$ cat config.mk
export PLATFORM = sky130hd
export DESIGN_NAME = record_frame_validator
export DESIGN_NICKNAME = d
export VERILOG_FILES = /design/src/rtl/rfv_pkg.sv /design/src/rtl/rfv_queue.sv /design/src/rtl/rfv_front.sv /design/src/rtl/rfv_back.sv /design/src/rtl/record_frame_validator.sv
export SDC_FILE = /design/constraint.sdc
export NUM_CORES = 2
export LEC_CHECK = 0
export BUFFER_PORTS_ARGS = -buffer_cell sky130_fd_sc_hd__buf_2
export CAP_MARGIN = 10
export CORE_AREA = 2 2 258 260
export CTS_BUF_LIST = sky130_fd_sc_hd__clkbuf_8
export DETAILED_ROUTE_END_ITERATION = 10
export DIE_AREA = 0 0 260 262
export PLACE_DENSITY = 0.72
export SETUP_SLACK_MARGIN = 0.4
export SLEW_MARGIN = 5
export SYNTH_ARGS = -nofsm -noshare
export SYNTH_HDL_FRONTEND = slang
export SYNTH_SLANG_ARGS = --single-unit
export TNS_END_PERCENT = 1
$ cat constraint.sdc
create_clock -name clk -period 8.5 [get_ports clk]
set_clock_uncertainty 0.1 [all_clocks]
set_input_delay 1.275 -clock clk [delete_from_list [all_inputs] [get_ports clk]]
set_output_delay 1.275 -clock clk [all_outputs]
set_load 0.01 [all_outputs]
$ cat src/rtl/rfv_pkg.sv
// Package for the record frame validator: record layout constants, status
// codes, the queue item type and the FNV-1a step function.
// No dependencies; every other file of the block imports it.
`default_nettype none

package rfv_pkg;

  // Record header layout and format constants.
  localparam int unsigned HEADER_BYTES        = 24;
  localparam int unsigned HDR_SUM_FIRST       = 20;
  localparam logic [31:0] REC_MAGIC           = 32'h5352_4631;
  localparam logic [15:0] REC_VERSION         = 16'd1;
  localparam logic [15:0] REC_HDR_SIZE        = 16'd24;

  // FNV-1a 32-bit constants.
  localparam logic [31:0] FNV_BASIS           = 32'd2166136261;
  localparam logic [31:0] FNV_PRIME           = 32'd16777619;

  // Widths of the limit register and the payload byte counter.
  localparam int unsigned LIMIT_W             = 13;
  localparam int unsigned CNT_W               = 14;
  localparam logic [LIMIT_W-1:0] LIMIT_RESET  = 13'd4096;
  localparam int unsigned DEFAULT_MAX_PAYLOAD = 4096;

  // Depth of the queue between the front and the back.
  localparam int unsigned QUEUE_DEPTH         = 2;

  // Status codes of a result.
  localparam logic [1:0] STATUS_OK            = 2'd0;
  localparam logic [1:0] STATUS_MALFORMED     = 2'd1;
  localparam logic [1:0] STATUS_CHECKSUM      = 2'd2;

  // One classified byte, as the front hands it to the back.
  typedef struct packed {
    logic [7:0] data;       // the byte itself
    logic       last;       // final byte of the record
    logic       hdr;        // byte belongs to the header
    logic [4:0] hidx;       // header byte index when hdr is set
    logic       pay;        // byte falls within the declared payload
    logic       pay_end;    // byte is the final declared payload byte
    logic       trail;      // byte lies past the declared payload
    logic       hdr_done;   // all header bytes seen, this one included
    logic       pay_short;  // payload still incomplete after this byte
  } rfv_item_t;

  // One FNV-1a step: xor the byte in, multiply by the prime modulo 2^32.
  function automatic logic [31:0] fnv_step(input logic [31:0] h, input logic [7:0] b);
    logic [31:0] x;
    x = h ^ {24'd0, b};
    return 32'(x * FNV_PRIME);
  endfunction

endpackage

`default_nettype wire

$ cat src/rtl/rfv_queue.sv
// Short first-in first-out queue of classified bytes between the front and
// the back of the record frame validator. Depends on rfv_pkg.
`default_nettype none

module rfv_queue #(
  parameter int unsigned DEPTH = rfv_pkg::QUEUE_DEPTH
) (
  input  wire logic              clk,
  input  wire logic              rst_n,
  input  wire logic              push,
  input  wire rfv_pkg::rfv_item_t push_item,
  output logic                   not_full,
  input  wire logic              pop,
  output logic                   not_empty,
  output rfv_pkg::rfv_item_t     head_item
);
  import rfv_pkg::*;

  localparam int unsigned PTR_W = (DEPTH > 1) ? $clog2(DEPTH) : 1;
  localparam int unsigned CNT_QW = $clog2(DEPTH + 1);

  rfv_item_t          slot_r [DEPTH];
  logic [PTR_W-1:0]   wr_ptr_r, wr_ptr_nxt;
  logic [PTR_W-1:0]   rd_ptr_r, rd_ptr_nxt;
  logic [CNT_QW-1:0]  count_r, count_nxt;

  assign not_full  = (count_r != CNT_QW'(DEPTH));
  assign not_empty = (count_r != '0);
  assign head_item = slot_r[rd_ptr_r];

  // Pointer and fill count updates.
  always_comb begin
    wr_ptr_nxt = wr_ptr_r;
    rd_ptr_nxt = rd_ptr_r;
    count_nxt  = count_r;
    if (push) begin
      wr_ptr_nxt = (wr_ptr_r == PTR_W'(DEPTH - 1)) ? '0 : wr_ptr_r + 1'b1;
    end
    if (pop) begin
      rd_ptr_nxt = (rd_ptr_r == PTR_W'(DEPTH - 1)) ? '0 : rd_ptr_r + 1'b1;
    end
    if (push && !pop) begin
      count_nxt = count_r + 1'b1;
    end else if (pop && !push) begin
      count_nxt = count_r - 1'b1;
    end
  end

  always_ff @(posedge clk) begin
    if (!rst_n) begin
      wr_ptr_r <= '0;
      rd_ptr_r <= '0;
      count_r  <= '0;
    end else begin
      wr_ptr_r <= wr_ptr_nxt;
      rd_ptr_r <= rd_ptr_nxt;
      count_r  <= count_nxt;
    end
  end

  // Entry storage needs no reset.
  always_ff @(posedge clk) begin
    if (push) begin
      slot_r[wr_ptr_r] <= push_item;
    end
  end

endmodule

`default_nettype wire

$ cat src/rtl/rfv_front.sv
// Front of the record frame validator: accepts byte requests and classifies
// each one as header, payload or trailing byte. Depends on rfv_pkg.
`default_nettype none

module rfv_front (
  input  wire logic          clk,
  input  wire logic          rst_n,
  input  wire logic          in_valid,
  output logic               in_ready,
  input  wire logic [7:0]    in_data_byte,
  input  wire logic          in_last_byte,
  input  wire logic          q_not_full,
  output logic               push,
  output rfv_pkg::rfv_item_t push_item
);
  import rfv_pkg::*;

  logic [4:0]       hcnt_r, hcnt_nxt;
  logic [31:0]      len_r, len_nxt;
  logic [CNT_W-1:0] pay_cnt_r, pay_cnt_nxt;
  logic             is_hdr;
  logic             is_pay;
  logic [CNT_W-1:0] cnt_after;

  assign in_ready = q_not_full;
  assign push     = in_valid && q_not_full;

  // Classification of the byte against the position in the record.
  always_comb begin
    is_hdr    = (hcnt_r < 5'(HEADER_BYTES));
    is_pay    = !is_hdr && ({{(32 - CNT_W){1'b0}}, pay_cnt_r} < len_r);
    cnt_after = (is_pay && (pay_cnt_r != '1)) ? pay_cnt_r + 1'b1 : pay_cnt_r;

    push_item.data      = in_data_byte;
    push_item.last      = in_last_byte;
    push_item.hdr       = is_hdr;
    push_item.hidx      = hcnt_r;
    push_item.pay       = is_pay;
    push_item.pay_end   = is_pay && ({{(32 - CNT_W){1'b0}}, cnt_after} == len_r);
    push_item.trail     = !is_hdr && !is_pay;
    push_item.hdr_done  = !is_hdr || (hcnt_r == 5'(HEADER_BYTES - 1));
    push_item.pay_short = ({{(32 - CNT_W){1'b0}}, cnt_after} < len_r);
  end

  // Position tracking; the length field is picked up as it passes.
  always_comb begin
    hcnt_nxt    = hcnt_r;
    len_nxt     = len_r;
    pay_cnt_nxt = pay_cnt_r;
    if (push) begin
      if (in_last_byte) begin
        hcnt_nxt    = '0;
        len_nxt     = '0;
        pay_cnt_nxt = '0;
      end else if (is_hdr) begin
        hcnt_nxt = hcnt_r + 1'b1;
        if (hcnt_r[4:2] == 3'd3) begin
          len_nxt[{hcnt_r[1:0], 3'b000} +: 8] = in_data_byte;
        end
      end else begin
        pay_cnt_nxt = cnt_after;
      end
    end
  end

  always_ff @(posedge clk) begin
    if (!rst_n) begin
      hcnt_r    <= '0;
      len_r     <= '0;
      pay_cnt_r <= '0;
    end else begin
      hcnt_r    <= hcnt_nxt;
      len_r     <= len_nxt;
      pay_cnt_r <= pay_cnt_nxt;
    end
  end

endmodule

`default_nettype wire

$ cat src/rtl/rfv_back.sv
// Back of the record frame validator: hashes header and payload, assembles
// the header fields, tracks the first failure and registers the result.
// Depends on rfv_pkg.
`default_nettype none

module rfv_back (
  input  wire logic                       clk,
  input  wire logic                       rst_n,
  input  wire logic                       q_not_empty,
  input  wire rfv_pkg::rfv_item_t         q_item,
  output logic                            pop,
  input  wire logic [rfv_pkg::LIMIT_W-1:0] limit,
  output logic                            out_valid,
  input  wire logic                       out_ready,
  output logic [1:0]                      out_status,
  output logic [31:0]                     out_sequence_res,
  output logic [rfv_pkg::LIMIT_W-1:0]     out_payload_length
);
  import rfv_pkg::*;

  logic [31:0] hh_r, hh_nxt;
  logic [31:0] ph_r, ph_nxt;
  logic [31:0] magic_r, magic_nxt;
  logic [15:0] ver_r, ver_nxt;
  logic [15:0] hsize_r, hsize_nxt;
  logic [31:0] seq_r, seq_nxt;
  logic [31:0] len_r, len_nxt;
  logic [31:0] eps_r, eps_nxt;
  logic [31:0] ehs_r, ehs_nxt;
  logic [1:0]  err_r, err_nxt;
  logic [1:0]  err_fin;

  logic        out_valid_r;
  logic [1:0]  status_r;
  logic [31:0] seq_out_r;
  logic [LIMIT_W-1:0] len_out_r;

  logic [7:0]  hash_byte;
  logic [31:0] hh_step;
  logic [31:0] ph_step;
  logic [LIMIT_W-1:0] len_clamp;
  logic        load_out;

  // An item moves on unless it carries a result that has nowhere to go.
  assign pop      = q_not_empty && (!q_item.last || !out_valid_r || out_ready);
  assign load_out = pop && q_item.last;

  // The header checksum field is hashed as zero bytes.
  assign hash_byte = (q_item.hidx >= 5'(HDR_SUM_FIRST)) ? 8'd0 : q_item.data;
  assign hh_step   = fnv_step(hh_r, hash_byte);
  assign ph_step   = fnv_step(ph_r, q_item.data);

  // Header assembly, hashing and first-failure tracking.
  always_comb begin
    hh_nxt    = hh_r;
    ph_nxt    = ph_r;
    magic_nxt = magic_r;
    ver_nxt   = ver_r;
    hsize_nxt = hsize_r;
    seq_nxt   = seq_r;
    len_nxt   = len_r;
    eps_nxt   = eps_r;
    ehs_nxt   = ehs_r;
    err_nxt   = err_r;

    if (q_item.hdr) begin
      hh_nxt = hh_step;
      case (q_item.hidx[4:2])
        3'd0: magic_nxt[{q_item.hidx[1:0], 3'b000} +: 8] = q_item.data;
        3'd1: begin
          if (!q_item.hidx[1]) begin
            ver_nxt[{q_item.hidx[0], 3'b000} +: 8] = q_item.data;
          end else begin
            hsize_nxt[{q_item.hidx[0], 3'b000} +: 8] = q_item.data;
          end
        end
        3'd2: seq_nxt[{q_item.hidx[1:0], 3'b000} +: 8] = q_item.data;
        3'd3: len_nxt[{q_item.hidx[1:0], 3'b000} +: 8] = q_item.data;
        3'd4: eps_nxt[{q_item.hidx[1:0], 3'b000} +: 8] = q_item.data;
        default: ehs_nxt[{q_item.hidx[1:0], 3'b000} +: 8] = q_item.data;
      endcase
      // Header checks once the last header byte is in.
      if ((q_item.hidx == 5'(HEADER_BYTES - 1)) && (err_r == STATUS_OK)) begin
        if ((magic_nxt != REC_MAGIC) || (ver_nxt != REC_VERSION) ||
            (hsize_nxt != REC_HDR_SIZE) ||
            (len_nxt > {{(32 - LIMIT_W){1'b0}}, limit})) begin
          err_nxt = STATUS_MALFORMED;
        end else if (hh_nxt != ehs_nxt) begin
          err_nxt = STATUS_CHECKSUM;
        end else if ((len_nxt == '0) && (ph_r != eps_nxt)) begin
          err_nxt = STATUS_CHECKSUM;
        end
      end
    end else if (err_r == STATUS_OK) begin
      if (q_item.pay) begin
        ph_nxt = ph_step;
        if (q_item.pay_end && (ph_step != eps_r)) begin
          err_nxt = STATUS_CHECKSUM;
        end
      end else if (q_item.trail) begin
        err_nxt = STATUS_MALFORMED;
      end
    end
  end

  // Final status and the reported length for a record that ends here.
  always_comb begin
    err_fin = err_nxt;
    if ((err_nxt == STATUS_OK) && (!q_item.hdr_done || q_item.pay_short)) begin
      err_fin = STATUS_MALFORMED;
    end
    if (len_nxt > {{(32 - LIMIT_W){1'b0}}, limit}) begin
      len_clamp = limit;
    end else begin
      len_clamp = len_nxt[LIMIT_W-1:0];
    end
  end

  // Record state; it starts over after the final byte.
  always_ff @(posedge clk) begin
    if (!rst_n || load_out) begin
      hh_r    <= FNV_BASIS;
      ph_r    <= FNV_BASIS;
      magic_r <= '0;
      ver_r   <= '0;
      hsize_r <= '0;
      seq_r   <= '0;
      len_r   <= '0;
      eps_r   <= '0;
      ehs_r   <= '0;
      err_r   <= STATUS_OK;
    end else if (pop) begin
      hh_r    <= hh_nxt;
      ph_r    <= ph_nxt;
      magic_r <= magic_nxt;
      ver_r   <= ver_nxt;
      hsize_r <= hsize_nxt;
      seq_r   <= seq_nxt;
      len_r   <= len_nxt;
      eps_r   <= eps_nxt;
      ehs_r   <= ehs_nxt;
      err_r   <= err_nxt;
    end
  end

  // Result register control.
  always_ff @(posedge clk) begin
    if (!rst_n) begin
      out_valid_r <= 1'b0;
    end else if (load_out) begin
      out_valid_r <= 1'b1;
    end else if (out_ready) begin
      out_valid_r <= 1'b0;
    end
  end

  // Result payload.
  always_ff @(posedge clk) begin
    if (load_out) begin
      status_r  <= err_fin;
      seq_out_r <= q_item.hdr_done ? seq_nxt : '0;
      len_out_r <= q_item.hdr_done ? len_clamp : '0;
    end
  end

  assign out_valid          = out_valid_r;
  assign out_status         = status_r;
  assign out_sequence_res   = seq_out_r;
  assign out_payload_length = len_out_r;

endmodule

`default_nettype wire

$ cat src/rtl/record_frame_validator.sv
// Record frame validator: one record byte per request, one result request
// on the final byte. Throughput is one byte per clock while the queue has
// room, with one FNV-1a multiply per byte in the back. A result is registered
// once its final byte leaves the queue; a two-entry queue lets the input run
// on while a result waits. Synchronous active-low reset clears all record
// state and sets the payload limit register to 4096; no clearing pass is needed.
// Depends on rfv_pkg, rfv_front, rfv_queue and rfv_back.
`default_nettype none

module record_frame_validator #(
  parameter int unsigned MAX_PAYLOAD_BYTES = rfv_pkg::DEFAULT_MAX_PAYLOAD
) (
  input  wire logic                        clk,
  input  wire logic                        rst_n,
  input  wire logic                        in_valid,
  output logic                             in_ready,
  input  wire logic [7:0]                  in_data_byte,
  input  wire logic                        in_last_byte,
  output logic                             out_valid,
  input  wire logic                        out_ready,
  output logic [1:0]                       out_status,
  output logic [31:0]                      out_sequence_res,
  output logic [rfv_pkg::LIMIT_W-1:0]      out_payload_length,
  input  wire logic                        cfg_valid,
  output logic                             cfg_ready,
  input  wire logic [rfv_pkg::LIMIT_W-1:0] cfg_payload_limit
);
  import rfv_pkg::*;

  logic [LIMIT_W-1:0] limit_r;
  logic [LIMIT_W-1:0] limit_eff;
  logic               q_not_full;
  logic               q_not_empty;
  logic               push;
  logic               pop;
  rfv_item_t          push_item;
  rfv_item_t          head_item;

  // Payload limit register; writes are always taken.
  assign cfg_ready = 1'b1;

  always_ff @(posedge clk) begin
    if (!rst_n) begin
      limit_r <= LIMIT_RESET;
    end else if (cfg_valid) begin
      limit_r <= cfg_payload_limit;
    end
  end

  // The limit in force is the smaller of the register and the build maximum.
  assign limit_eff = ({{(32 - LIMIT_W){1'b0}}, limit_r} > 32'(MAX_PAYLOAD_BYTES)) ?
                     LIMIT_W'(MAX_PAYLOAD_BYTES) : limit_r;

  rfv_front u_front (
    .clk          (clk),
    .rst_n        (rst_n),
    .in_valid     (in_valid),
    .in_ready     (in_ready),
    .in_data_byte (in_data_byte),
    .in_last_byte (in_last_byte),
    .q_not_full   (q_not_full),
    .push         (push),
    .push_item    (push_item)
  );

  rfv_queue #(
    .DEPTH (QUEUE_DEPTH)
  ) u_queue (
    .clk       (clk),
    .rst_n     (rst_n),
    .push      (push),
    .push_item (push_item),
    .not_full  (q_not_full),
    .pop       (pop),
    .not_empty (q_not_empty),
    .head_item (head_item)
  );

  rfv_back u_back (
    .clk                (clk),
    .rst_n              (rst_n),
    .q_not_empty        (q_not_empty),
    .q_item             (head_item),
    .pop                (pop),
    .limit              (limit_eff),
    .out_valid          (out_valid),
    .out_ready          (out_ready),
    .out_status         (out_status),
    .out_sequence_res   (out_sequence_res),
    .out_payload_length (out_payload_length)
  );

endmodule

`default_nettype wire

==> results <==
- The number of hold buffers added after cts is 0.
- Once detail routing completed, the nets flagged for antenna violations numbered 0.
- The buffer depth of the longest clock path is 3.
- The synthesized netlist occupies a cell area of 32500 um^2.
- The cell family contributing the most delay on the critical path is adder cells.
- The kind of start point of the critical path is a flop.
- The final critical path takes up 91.4% of the cycle.
- The combined area of the multi-input logic cells is 20800 um^2.
- Dividing the detail-routed via count by the number of cells gives 5.65.
- The via count is 26900.
- The critical path is of the flop to flop type.
- The clock slew at the register clock pins of the worst setup and hold paths is 60 ps.
- For the worst setup path, the data required time is 8800 ps.
- The number of cell rows is 94.
- By area the synthesized netlist is led by dfxtp_1 20%, ha_1 17%, fa_1 9.1%, edfxtp_1 8.0%, inv_1 6.0%.
- The all-layer global routing usage is 27.0%.
- The mean routed wirelength per cell is 19.5 um.
- The first-pass GRT wire length is 144000 um.
- During placement, the flow inserted port buffers numbering 75.
- TritonCTS built the clock tree.
- STA classifies the critical path endpoint as a flop.
- Entering global routing, the biggest net connects 145 pins.
- The number of antenna violations at the first check in global routing is 0.
- The number of levels in the clock H-tree is 3.
- Setup violations remaining at the end of the flow were counted as 0.
- The final hold violation count came to 0.
- The first-pass iteration count of the detailed router is 6.
- The count of unique library cells instantiated by Yosys is 88.
- Setup repair after global routing left no endpoint under its margin.
- The type of the most critical hold path is flop to flop.
- The total setup buffers inserted after CTS is 0.
- In the final timing run, aggregate negative setup slack is 0 ps.
- The run finished with clean final reports.
- After synthesis, the share of flip-flops with an asynchronous set or reset is 0%.
- In this run the horizontal extent of the chip is 260 um.
- During I/O placement, the number of pins put on the boundary was 77.
- Once the floorplan was initialized, standard cells occupied 49.8% of the core.
- A synthesized cell averages 8.55 um^2.
- The path with the worst hold slack has its endpoint at u_front.len_r[29].
- Summed over its instances, the top area cell type makes up 20.2% of the synthesized netlist area.
- The worst-path maximum fanout is 24.
- Derived from the worst setup path, the maximum achievable clock frequency is 129 MHz.
- The shortest period the worst path allows is 7770 ps.
- Counting instances in the post-synthesis netlist gives the leading cell types as 517 x inv_1, 432 x ha_1, 410 x nor2_1.
- Cells fill 54.3% of the core in the end.
- The detailed placement HPWL is 70200 um.
- The share of layout cells above drive strength 1 is 8.12%.
- The share of the yosys chip area belonging to registers is 28.3%.
- The critical path data arrival time is 8070 ps.
- The tool flagged a number of max-cap violations equal to 0.
- The sum of buffers and inverters on the critical path is 3.
- Counting flops and latches in the post-synthesis netlist gives 415.
- The cell with the largest stage delay on the worst path is dfxtp_4.
- The filler cell count in the final layout is 5953.
- The die area is 68100 um^2.
- The net count after synthesis is 4405.
- The startpoint identified for the worst hold timing path is u_front.len_r[29].
- The library cell with the highest instance count after synthesis is inv_1.
- For flop-to-flop paths, the worst setup slack is 730 ps.
- Measured in cells, the most critical reg-to-reg path has a length of 26.
- At the pin with the least slew margin, the transition time is 1220 ps.
- The most used flip-flop cell after synthesis is dfxtp_1.
- Across all hold checks on the routed design, the worst slack comes to 350 ps.
- The number of pins with negative max-slew slack in the final report is 0.
- The number of cells on the worst hold path is 2.
- The layout net count is 4452.
- Counting flops with a built-in enable in the synthesized netlist gives 87.
- The most numerous cell type found on the critical path is ha_1.
- The height of the die is 262 um.
- The cell count after synthesis is 3798.
- In this run the clock root is driven by a clkbuf_8.
- For this run, design rule violations remaining after detail routing come to 0.
- The Yosys step of the flow raised 0 warnings.
- Summing all flip-flop and latch instances after layout gives 9180 um^2.
- Counting the buffers created by CTS gives 75.
- After floorplanning, the core was sized to cover 65300 um^2.
- For this run, the slowest stage of the critical path takes 540 ps.
- The via count of the first global-routing pass is 26000.
- The area growth from synthesis to final layout is 9.15%.
- Global routing finished with a remaining overflow of 0.
- After detailed routing, the total wire length is 92700 um.
- Routability-driven placement finished with a final weighted congestion of 0.965.
- The relative slew slack is 18.1%.
- The worst register-to-register path ends at u_back.out_status[1].
- The repair_antennas step left the layout with diodes totalling 0.
- The clock drives 415 sinks.
- The cell taking the most area after synthesis is dfxtp_1.
- At the later pin of the worst-skew pair, clock insertion delay measures 670 ps.
- The starting DRC count in detailed routing is 2474.
[stage by stage]
step | setup WS, ps | std cells | area, um^2
CTS | 426 | 4767 | 35400
global route | 422 | 4767 | 35500
detailed placement | 236 | 4632 | 33800
global placement | 413 | 4632 | 33800
finish | 728 | 4767 | 35500
floorplan | 1230 | 3798 | 32500
[placed cells by master, fill, tap and decap left out, drive strengths merged, types with 19 or more instances in the layout]
cell type,count
a22oi,72
buf,139
a21oi,310
clkinv,19
a211oi,61
ha,432
nand4,33
inv,540
dfxtp,328
xnor2,157
nor3,71
nor4,31
o21ai,104
nand2b,24
edfxtp,87
nand2,318
nor2,411
nand3,73
fa,148
clkbuf,85
or2,21
a21o,28
mux2i,84
xor2,54
o211ai,29
[tightest hold or removal path, cell delays in order, from the launching register on]
cell and delay (ps):
dfxtp_1 300, nand2_1 50, a21oi_1 50
[flip-flops by register name, summed over array words and instances (netlist names), 5 cells and up, named ones only]
name,count
u_back.hh_r,32
u_back.len_r,32
u_back.out_payload_length,13
u_back.ver_r,16
u_front.len_r,32
u_front.pay_cnt_r,14
u_back.ehs_r,32
u_back.hsize_r,16
u_queue.slot_r,40
u_back.out_sequence_res,32
u_back.magic_r,32
u_front.hcnt_r,5
limit_r,13
u_back.seq_r,32
u_back.ph_r,32
u_back.eps_r,32
[kinds of logic after synthesis]
kind of cell	after synthesis	share of synthesized area [%]
muxes	97	3.05
other	1	0.0115
adders and majority gates	580	25.8
buffers and inverters	686	8.10
xor gates and xnor gates	213	5.83
AOI/OAI and AO/OA	718	13.7
DFF	415	28.3
and+or+nand+nor	1088	15.2
[layout make-up]
type | count | share of cell area (%)
tap | 864 | 3.05
multi-input combinational | 2697 | 58.7
timing repair buffer | 139 | 2.45
sequential | 415 | 25.9
inverter | 517 | 5.47
clock inverter | 50 | 1.13
clock buffer | 85 | 3.30
[layer usage]
metal | GRT usage, % | vias to the layer above | routed length [um]
li1 | - | 13000 | -
met1 | 34.6 | 12700 | 38200
met2 | 44.9 | 987 | 43300
met3 | 4.70 | 265 | 7070
met4 | 11.8 | 0 | 4150
met5 | 0 | - | 0
[how the worst max path moves through the flow]
| stage | end | slack [ps] | cells after the start |
|---|---|---|---|
| after detailed placement | u_back.out_status[1] | 240 | 27 |
| after global routing | u_back.out_status[1] | 420 | 26 |
| after floorplan | u_back.out_status[1] | 1230 | 31 |
| after global placement | u_back.out_status[1] | 410 | 27 |
| after CTS | u_back.out_status[1] | 430 | 25 |
| final | u_back.out_status[1] | 730 | 26 |
[what timing repair did]
| action | CTS | global route |
|---|---|---|
| setup endpoints to repair | 3 | 3 |
| resized for setup | 1 | 14 |
| endpoints found under the hold margin | 0 | 0 |
Power is not shown: default switching activity piles up to over one toggle a cycle in this logic, so the estimate is an artifact.
